**config.mk**
```make
export PLATFORM = sky130hd
export DESIGN_NAME = passive_clock_sync_tracker
export DESIGN_NICKNAME = d
export VERILOG_FILES = /design/src/hdl/pcst_pkg.sv /design/src/hdl/passive_clock_sync_tracker.sv
export SDC_FILE = /design/constraint.sdc
export NUM_CORES = 2
export LEC_CHECK = 0
export BUFFER_PORTS_ARGS = -buffer_cell sky130_fd_sc_hd__buf_2
export CORE_ASPECT_RATIO = 1.25
export CORE_MARGIN = 2
export CORE_UTILIZATION = 40
export DETAILED_ROUTE_END_ITERATION = 12
export PLACE_DENSITY = 0.6
export SYNTH_ARGS = -nofsm -noshare
export SYNTH_HDL_FRONTEND = slang
export SYNTH_SLANG_ARGS = --single-unit
```
**constraint.sdc**
```tcl
create_clock -name clk_i -period 11.2 [get_ports clk_i]
set_clock_uncertainty 0.05 [all_clocks]
set_input_delay 2.24 -clock clk_i [delete_from_list [all_inputs] [get_ports clk_i]]
set_output_delay 2.24 -clock clk_i [all_outputs]
set_load 0.02 [all_outputs]
```
**src/hdl/pcst_pkg.sv**
```systemverilog
`timescale 1ns / 1ps
package pcst_pkg;
  // operation codes on the request stream
  localparam logic [1:0] FUNC_UPDATE = 2'd0;
  localparam logic [1:0] FUNC_QUERY  = 2'd1;
  localparam logic [1:0] FUNC_CLEAR  = 2'd2;
  // result status codes
  localparam logic [1:0] ST_OK     = 2'd0;
  localparam logic [1:0] ST_RESYNC = 2'd1;
  localparam logic [1:0] ST_NOREF  = 2'd2;
  // register indexes
  localparam logic [1:0] REG_TICK_WRAP = 2'd0;
  localparam logic [1:0] REG_USEC_TICK = 2'd1;
  localparam logic [1:0] REG_RATE_ERR  = 2'd2;
  localparam logic [1:0] REG_RESET_US  = 2'd3;
  // magnitude saturation limit, 2^62-1
  localparam logic [63:0] MAG_SAT = 64'h3FFF_FFFF_FFFF_FFFF;
  localparam int MUL_STEPS = 48;
  localparam int OUT_W = 104;
endpackage

```
**src/hdl/passive_clock_sync_tracker.sv**
```systemverilog
`timescale 1ns / 1ps
// Steps per query or referenced update: setup, 48-step multiply, check, 48-step multiply,
// finish, output load; an update that resyncs at the check skips to the output load; other
// requests go from setup to the output load. One request at a time: the next one is accepted
// in the cycle after the result loads.
// One result register decouples the output; a new request may enter while it waits.
// Reset (rst_ni low, asynchronous): registers to defaults, no reference held.
module passive_clock_sync_tracker #(
  parameter int TICK_BITS = 48,
  parameter int FRAC_BITS = 32
) (
  input  logic clk_i,
  input  logic rst_ni,
  // fields from bit 0: func[2], host_usec[63], dev_ticks[TICK_BITS], zero pad
  input  logic [((65+TICK_BITS+7)/8)*8-1:0] s_axis_tdata,
  input  logic        s_axis_tvalid,
  output logic        s_axis_tready,
  // fields from bit 0: status[2], host_estimate[64], sync_error[32], zero pad
  output logic [pcst_pkg::OUT_W-1:0] m_axis_tdata,
  output logic        m_axis_tvalid,
  input  logic        m_axis_tready,
  input  logic        psel,
  input  logic        penable,
  input  logic        pwrite,
  input  logic [4:0]  paddr,
  input  logic [63:0] pwdata,
  output logic [63:0] prdata,
  output logic        pready
);
  import pcst_pkg::*;

  localparam int CW = $clog2(MUL_STEPS+1);

  localparam logic [2:0] S_IDLE = 3'd0;
  localparam logic [2:0] S_PREP = 3'd1;
  localparam logic [2:0] S_MUL1 = 3'd2;
  localparam logic [2:0] S_CHK  = 3'd3;
  localparam logic [2:0] S_MUL2 = 3'd4;
  localparam logic [2:0] S_FIN  = 3'd5;
  localparam logic [2:0] S_OUT  = 3'd6;

  // configuration registers
  logic [48:0] wrap_q;
  logic [47:0] upt_q;
  logic [31:0] rate_q;
  logic [39:0] rst_us_q;

  // tracker state
  logic [TICK_BITS-1:0] prev_q;
  logic [63:0] off_q, ref_dev_q, ref_host_q;
  logic        ref_valid_q;

  // request and working registers
  logic [2:0]  state_q;
  logic [1:0]  func_q;
  logic [62:0] host_q;
  logic [TICK_BITS-1:0] dev_q;
  logic [63:0] pi_q, dp_q, dq_q;
  logic        neg_q;

  // bit-serial multiplier: A parallel, B shifted out one bit a cycle
  logic [63:0] mul_a_q, acc_q;
  logic [47:0] mul_b_q, lo_q;
  logic [CW-1:0] cnt_q;

  // result register
  logic [1:0]  res_st_q;
  logic [63:0] res_est_q;
  logic [31:0] res_err_q;
  logic        out_v_q;
  logic [OUT_W-1:0] out_q;

  logic in_acc, cfg_wr, out_free;
  assign pready = 1'b1;
  assign cfg_wr = psel & penable & pwrite;
  assign s_axis_tready = (state_q == S_IDLE);
  assign in_acc = s_axis_tvalid & s_axis_tready;
  assign out_free = ~out_v_q | m_axis_tready;
  assign m_axis_tvalid = out_v_q;
  assign m_axis_tdata = out_q;

  always_comb begin
    unique case (paddr[4:3])
      REG_TICK_WRAP: prdata = {15'd0, wrap_q};
      REG_USEC_TICK: prdata = {16'd0, upt_q};
      REG_RATE_ERR:  prdata = {32'd0, rate_q};
      default:       prdata = {24'd0, rst_us_q};
    endcase
  end

  // multiplier step and saturated result
  logic [64:0]  mul_sum;
  logic [111:0] prod_sh;
  logic [63:0]  mul_res;
  assign mul_sum = {1'b0, acc_q} + (mul_b_q[0] ? {1'b0, mul_a_q} : 65'd0);
  assign prod_sh = {acc_q, lo_q} >> FRAC_BITS;
  assign mul_res = (|prod_sh[111:62]) ? MAG_SAT : prod_sh[63:0];

  // tick unwrapping
  logic [63:0] dev_x, wrap_x, off_n, pi_upd, pi_qry, pi_sel, d_sel;
  assign dev_x  = {{(64-TICK_BITS){1'b0}}, dev_q};
  assign wrap_x = {15'd0, wrap_q};
  assign off_n  = off_q + ((dev_q < prev_q) ? wrap_x : 64'd0);
  assign pi_upd = off_n + dev_x;
  assign pi_qry = off_q + dev_x - ((dev_q > prev_q) ? wrap_x : 64'd0);
  assign pi_sel = (func_q == FUNC_UPDATE) ? pi_upd : pi_qry;
  assign d_sel  = pi_sel - ref_dev_q;

  // compare of scaled delta against host delta
  logic [63:0] dp_n, dq_n, err_n;
  logic [64:0] diff;
  assign dp_n = neg_q ? (~mul_res + 64'd1) : mul_res;
  assign dq_n = {1'b0, host_q} - ref_host_q;
  assign diff = {dp_n[63], dp_n} - {dq_n[63], dq_n};
  assign err_n = diff[64] ? (~diff[63:0] + 64'd1) : diff[63:0];

  // finish: acceptance test and saturated estimate
  logic [64:0] adopt_s, e1_s, e2_s;
  logic [63:0] e1, e2;
  assign adopt_s = {dp_q[63], dp_q} + {1'b0, mul_res};
  assign e1_s = {ref_host_q[63], ref_host_q} + {dp_q[63], dp_q};
  assign e1 = (e1_s[64] != e1_s[63]) ? {e1_s[64], {63{~e1_s[64]}}} : e1_s[63:0];
  assign e2_s = {e1[63], e1} + {1'b0, mul_res};
  assign e2 = (e2_s[64] != e2_s[63]) ? {e2_s[64], {63{~e2_s[64]}}} : e2_s[63:0];

  always_ff @(posedge clk_i or negedge rst_ni) begin
    if (!rst_ni) begin
      wrap_q <= 49'd4294967296;
      upt_q <= 48'd4294967296;
      rate_q <= 32'd429497;
      rst_us_q <= 40'd500000;
      prev_q <= '0;
      off_q <= '0;
      ref_dev_q <= '0;
      ref_host_q <= '0;
      ref_valid_q <= 1'b0;
      state_q <= S_IDLE;
      cnt_q <= '0;
      out_v_q <= 1'b0;
    end else begin
      if (cfg_wr) begin
        unique case (paddr[4:3])
          REG_TICK_WRAP: wrap_q <= pwdata[48:0];
          REG_USEC_TICK: upt_q <= pwdata[47:0];
          REG_RATE_ERR:  rate_q <= pwdata[31:0];
          default:       rst_us_q <= pwdata[39:0];
        endcase
      end
      if (m_axis_tready) out_v_q <= 1'b0;
      unique case (state_q)
        S_IDLE: begin
          if (in_acc) state_q <= S_PREP;
        end
        S_PREP: begin
          res_st_q <= ST_OK;
          res_est_q <= '0;
          res_err_q <= '0;
          pi_q <= pi_sel;
          neg_q <= d_sel[63];
          mul_a_q <= d_sel[63] ? (~d_sel + 64'd1) : d_sel;
          mul_b_q <= upt_q;
          acc_q <= '0;
          cnt_q <= CW'(MUL_STEPS);
          state_q <= S_MUL1;
          unique case (func_q)
            FUNC_UPDATE: begin
              off_q <= off_n;
              prev_q <= dev_q;
              if (!ref_valid_q) begin
                ref_dev_q <= pi_upd;
                ref_host_q <= {1'b0, host_q};
                ref_valid_q <= 1'b1;
                res_st_q <= ST_RESYNC;
                cnt_q <= '0;
                state_q <= S_OUT;
              end
            end
            FUNC_QUERY: begin
              if (!ref_valid_q) begin
                res_st_q <= ST_NOREF;
                cnt_q <= '0;
                state_q <= S_OUT;
              end
            end
            default: begin
              if (func_q == FUNC_CLEAR) ref_valid_q <= 1'b0;
              cnt_q <= '0;
              state_q <= S_OUT;
            end
          endcase
        end
        S_MUL1, S_MUL2: begin
          acc_q <= mul_sum[64:1];
          lo_q <= {mul_sum[0], lo_q[47:1]};
          mul_b_q <= {1'b0, mul_b_q[47:1]};
          cnt_q <= cnt_q - CW'(1);
          if (cnt_q == CW'(1)) state_q <= (state_q == S_MUL1) ? S_CHK : S_FIN;
        end
        S_CHK: begin
          dp_q <= dp_n;
          dq_q <= dq_n;
          mul_a_q <= mul_res;
          mul_b_q <= {16'd0, rate_q};
          acc_q <= '0;
          cnt_q <= CW'(MUL_STEPS);
          state_q <= S_MUL2;
          if (func_q == FUNC_UPDATE) begin
            res_err_q <= (|err_n[63:32]) ? 32'hFFFF_FFFF : err_n[31:0];
            if (err_n >= {24'd0, rst_us_q}) begin
              ref_dev_q <= pi_q;
              ref_host_q <= {1'b0, host_q};
              res_st_q <= ST_RESYNC;
              cnt_q <= '0;
              state_q <= S_OUT;
            end
          end
        end
        S_FIN: begin
          if (func_q == FUNC_UPDATE) begin
            if ($signed(adopt_s) >= $signed({dq_q[63], dq_q})) begin
              ref_dev_q <= pi_q;
              ref_host_q <= {1'b0, host_q};
            end
          end else begin
            res_est_q <= e2;
          end
          state_q <= S_OUT;
        end
        S_OUT: begin
          if (out_free) begin
            out_v_q <= 1'b1;
            state_q <= S_IDLE;
          end
        end
        default: state_q <= S_IDLE;
      endcase
    end
  end

  // request and result payload
  always_ff @(posedge clk_i) begin
    if (in_acc) begin
      func_q <= s_axis_tdata[1:0];
      host_q <= s_axis_tdata[64:2];
      dev_q <= s_axis_tdata[65+TICK_BITS-1:65];
    end
    if (state_q == S_OUT && out_free)
      out_q <= {{(OUT_W-98){1'b0}}, res_err_q, res_est_q, res_st_q};
  end

  // the step counter runs only inside a multiply
  a_cnt: assert property (@(posedge clk_i) disable iff (!rst_ni)
    (cnt_q != '0) |-> (state_q == S_MUL1 || state_q == S_MUL2))
    else $error("multiplier counter live outside a multiply");
  // an accepted request is set up in the next cycle
  a_prep: assert property (@(posedge clk_i) disable iff (!rst_ni)
    in_acc |=> (state_q == S_PREP))
    else $error("accepted request not set up");
  // a result is loaded only when leaving the output state
  a_load: assert property (@(posedge clk_i) disable iff (!rst_ni)
    ($rose(out_v_q)) |-> ($past(state_q) == S_OUT))
    else $error("result appeared without a finished request");
endmodule

```
==> results.json <==
{
  "cts_root_buf": "clkbuf_16",
  "slowest_delay_ns": 0.38,
  "hold_violations": 0,
  "setup.worst_path.class": "reg -> reg",
  "wl_per_cell_um": 22.3,
  "synth_cell_types": 111,
  "core_area_mm2": 0.217,
  "synth-compound-area-share_pct": 19.0,
  "maxCapViolations": 0,
  "start_util_pct": 40.3,
  "cpMostUsedCell": "o21ai_1",
  "finalMaxSlewViolations": 0,
  "clock_path_buffers": 3,
  "grt_pass1_vias": 76900,
  "vias": 76700,
  "cp_top_family": "compound AO/OA/AOI/OAI gates",
  "avgSynthCellArea_um2": 9.24,
  "clock_sinks": 1113,
  "io_pins": 367,
  "critPathBufInv": 8,
  "clk_latency_ns": 0.83,
  "min_from": "res_est_q[9]$_SDFFCE_PN0P_",
  "yosys.area_share.adder_pct": 12.4,
  "hp-class": "reg -> reg",
  "htreeDepth": 3,
  "violations": "setup timing",
  "reg2reg_from": "dev_q[1]$_DFFE_PP_",
  "drt_first_pass_iters": 6,
  "finalSetupViolCount": 1,
  "relSlewSlack_pct": 10.8,
  "status": "finished with violations",
  "worstSetupStartpointType": "register",
  "fin_crit_ns": 11.23,
  "reg2reg_depth": 62,
  "rr_endpoint": "mul_a_q[25]$_DFFE_PP_",
  "crit_arrival_ns": 11.72,
  "synthesis.area_mm2": 0.0875,
  "hold_depth": 0,
  "rrSetupSlack_ns": -0.03,
  "ys_warn_count": 0,
  "grt.overflow.total": 0,
  "drive_gt1_share_pct": 23.6,
  "dp_slack_ns": -1.26,
  "ctsHoldBuffers": 0,
  "synth_edf_count": 694,
  "slowest_stage": "edfxtp_1",
  "dpl.hpwl_mm": 246,
  "tightest_slew_ns": 1.33,
  "port_buffers": 319,
  "syn_to_final_growth_pct": 24.4,
  "fin_crit_sh_pct": 100,
  "async_flop_share_pct": 37.6,
  "cp-end-kind": "register",
  "cts_tree": "yes",
  "fmax_mhz": 89.1,
  "setup_ws_ns": -0.0250,
  "grt_start_max_net_pins": 109,
  "rsz0062_at_grt": "yes",
  "required_ns": 11.69,
  "antenna_left": 0,
  "core.rowCount": 191,
  "synth_top_family_by_area": "compound AO/OA/AOI/OAI gates",
  "ys_seq_elements": 1113,
  "whs_endpoint": "m_axis_tdata[11]$_DFFE_PP_",
  "ys_seq_area_share_pct": 35.8,
  "crit_fanout": 7,
  "dieWidth_um": 422,
  "antenna_found_initial": 13,
  "design.die.area_mm2": 0.223,
  "grt_pass1_wl_mm": 458,
  "grtUsageTotal_pct": 26.8,
  "yosys.area_share.simple_pct": 15.4,
  "finalSetupTns_ns": -0.0250,
  "place_congestion": 1.04,
  "die_y_um": 527,
  "drc_errors": 0,
  "synth_mux_area_share_pct": 5.47,
  "synthFlopType": "edfxtp_1",
  "netlist_instances": 9470,
  "crit_cells": 62,
  "cts_buffers": 121,
  "drt_iter0_drc": 5303,
  "fin_nets": 12000,
  "fill_cells": 20200,
  "clk_pin_slew_ns": 0.06,
  "synthXorXnorAreaFrac_pct": 6.68,
  "routed_wl_mm": 311,
  "avgViaCountPerCell": 5.50
}
-- through the flow --
step	instance area (um2)	instances	hold slack, ns	utilization [%]
6_report	109000	13900	0.365	50.2
5_1_grt	109000	13900	0.372	50.1
4_1_cts	107000	13900	0.362	49.1
3_5_place_dp	101000	13500	0.355	46.3
3_3_place_gp	101000	13500	0.353	46.3
2_1_floorplan	87600	9494	0.350	-
-- placed cells by master (no fill, tap or decap), types with 178 or more instances in the layout --
cell type / n
xnor2_1: 409
nor2_1: 621
nand2_1: 601
buf_4: 1282
a21oi_1: 675
a21o_1: 423
mux2_2: 179
buf_2: 319
and2_1: 219
xor2_1: 222
o21ai_0: 588
ha_1: 761
edfxtp_1: 694
dfrtp_1: 396
or3_1: 178
inv_1: 771
-- how the worst max path moves through the flow --
stage,start,to,slack (ns)
after floorplan,dev_q[1]$_DFFE_PP_,mul_a_q[25]$_DFFE_PP_,0.03
after detailed placement,dev_q[1]$_DFFE_PP_,mul_a_q[13]$_DFFE_PP_,-1.26
after global routing,dev_q[1]$_DFFE_PP_,mul_a_q[25]$_DFFE_PP_,-0.67
after CTS,acc_q[63]$_SDFFCE_PN0P_,ref_host_q[10]$_DFFE_PN0P_,-0.01
final,dev_q[1]$_DFFE_PP_,mul_a_q[25]$_DFFE_PP_,-0.03
after global placement,acc_q[59]$_SDFFCE_PN0P_,ref_host_q[0]$_DFFE_PN0P_,-1.17
-- kinds of logic after synthesis --
| group | count (synthesis) |
|---|---|
| buffers and inverters | 1141 |
| multiplexers | 407 |
| adder cells (fa/ha/maj) | 836 |
| AND/OR/NAND/NOR | 2662 |
| XOR/XNOR | 667 |
| flip-flops | 1113 |
| other | 2 |
| AO/OA/AOI/OAI | 2642 |
-- Yosys cell counts, types with 28 or more instances --
library cell  instances  share of area (%)
o21ai_0             662                3.8
nor3_1              169               0.97
nand2_1             612                2.6
xor2_1              233                2.3
fa_1                 57                1.3
mux2_1               73               0.94
nor2_1              638                2.7
and3_1               77               0.55
mux4_2               32               0.82
ha_1                779                 11
o31ai_1              62               0.53
buf_1                35               0.15
inv_1               773                3.3
a21boi_0             28               0.24
a211oi_1             86               0.74
nor4_1               56               0.40
or3_1               190                1.4
o21bai_1            105               0.90
or2_2                37               0.26
o211ai_1             40               0.34
xnor2_1             434                4.3
dfrtp_1             399                 11
nor2b_1             110               0.79
a31oi_1             125               0.89
mux2_2              179                2.3
o21a_1               97               0.83
clkbuf_1            274                1.2
a21oi_1             729                4.2
nand2b_1            121               0.87
nand3_1             161               0.92
mux2i_1             123                1.4
nand4_1             118               0.84
a21o_1              424                3.6
and2_1              227                1.6
edfxtp_1            694                 24
-- final cells by class --
class / instances / area (um2) / area share, %
Multi-Input combinational cell: 7240 / 54000 / 49.6
Sequential cell: 1113 / 31400 / 28.8
Timing Repair Buffer: 1687 / 12800 / 11.7
Tap cell: 2895 / 3620 / 3.33
Clock buffer: 150 / 3260 / 2.99
Inverter: 773 / 2920 / 2.68
Clock inverter: 78 / 902 / 0.829
Antenna cell: 8 / 20.0 / 0.0184
-- what timing repair did --
action                     4_1_cts  5_1_grt
pin swaps                      134      196
gates cloned                    10       16
setup buffers                   91       53
resized for setup              233      335
setup endpoints to repair      196      247
-- sequential cells by signal, summed over array words and instances, names as in the netlist, 49 cells and up --
name          cells
m_axis_tdata     98
acc_q            64
dp_q             64
dq_q             64
mul_a_q          64
off_q            64
pi_q             64
ref_dev_q        64
res_est_q        64
host_q           63
ref_host_q       63
wrap_q           49
-- layer usage --
layer | up-vias | share of wire [%] | GRT usage (%)
li1 | 37200 | - | -
met1 | 36900 | 39 | 30.6
met2 | 2009 | 48 | 46.2
met3 | 659 | 4.4 | 3.23
met4 | 6 | 8.9 | 19.8
met5 | - | 0.011 | 0
Power is not shown: default switching activity piles up to over one toggle a cycle in this logic, so the estimate is an artifact.
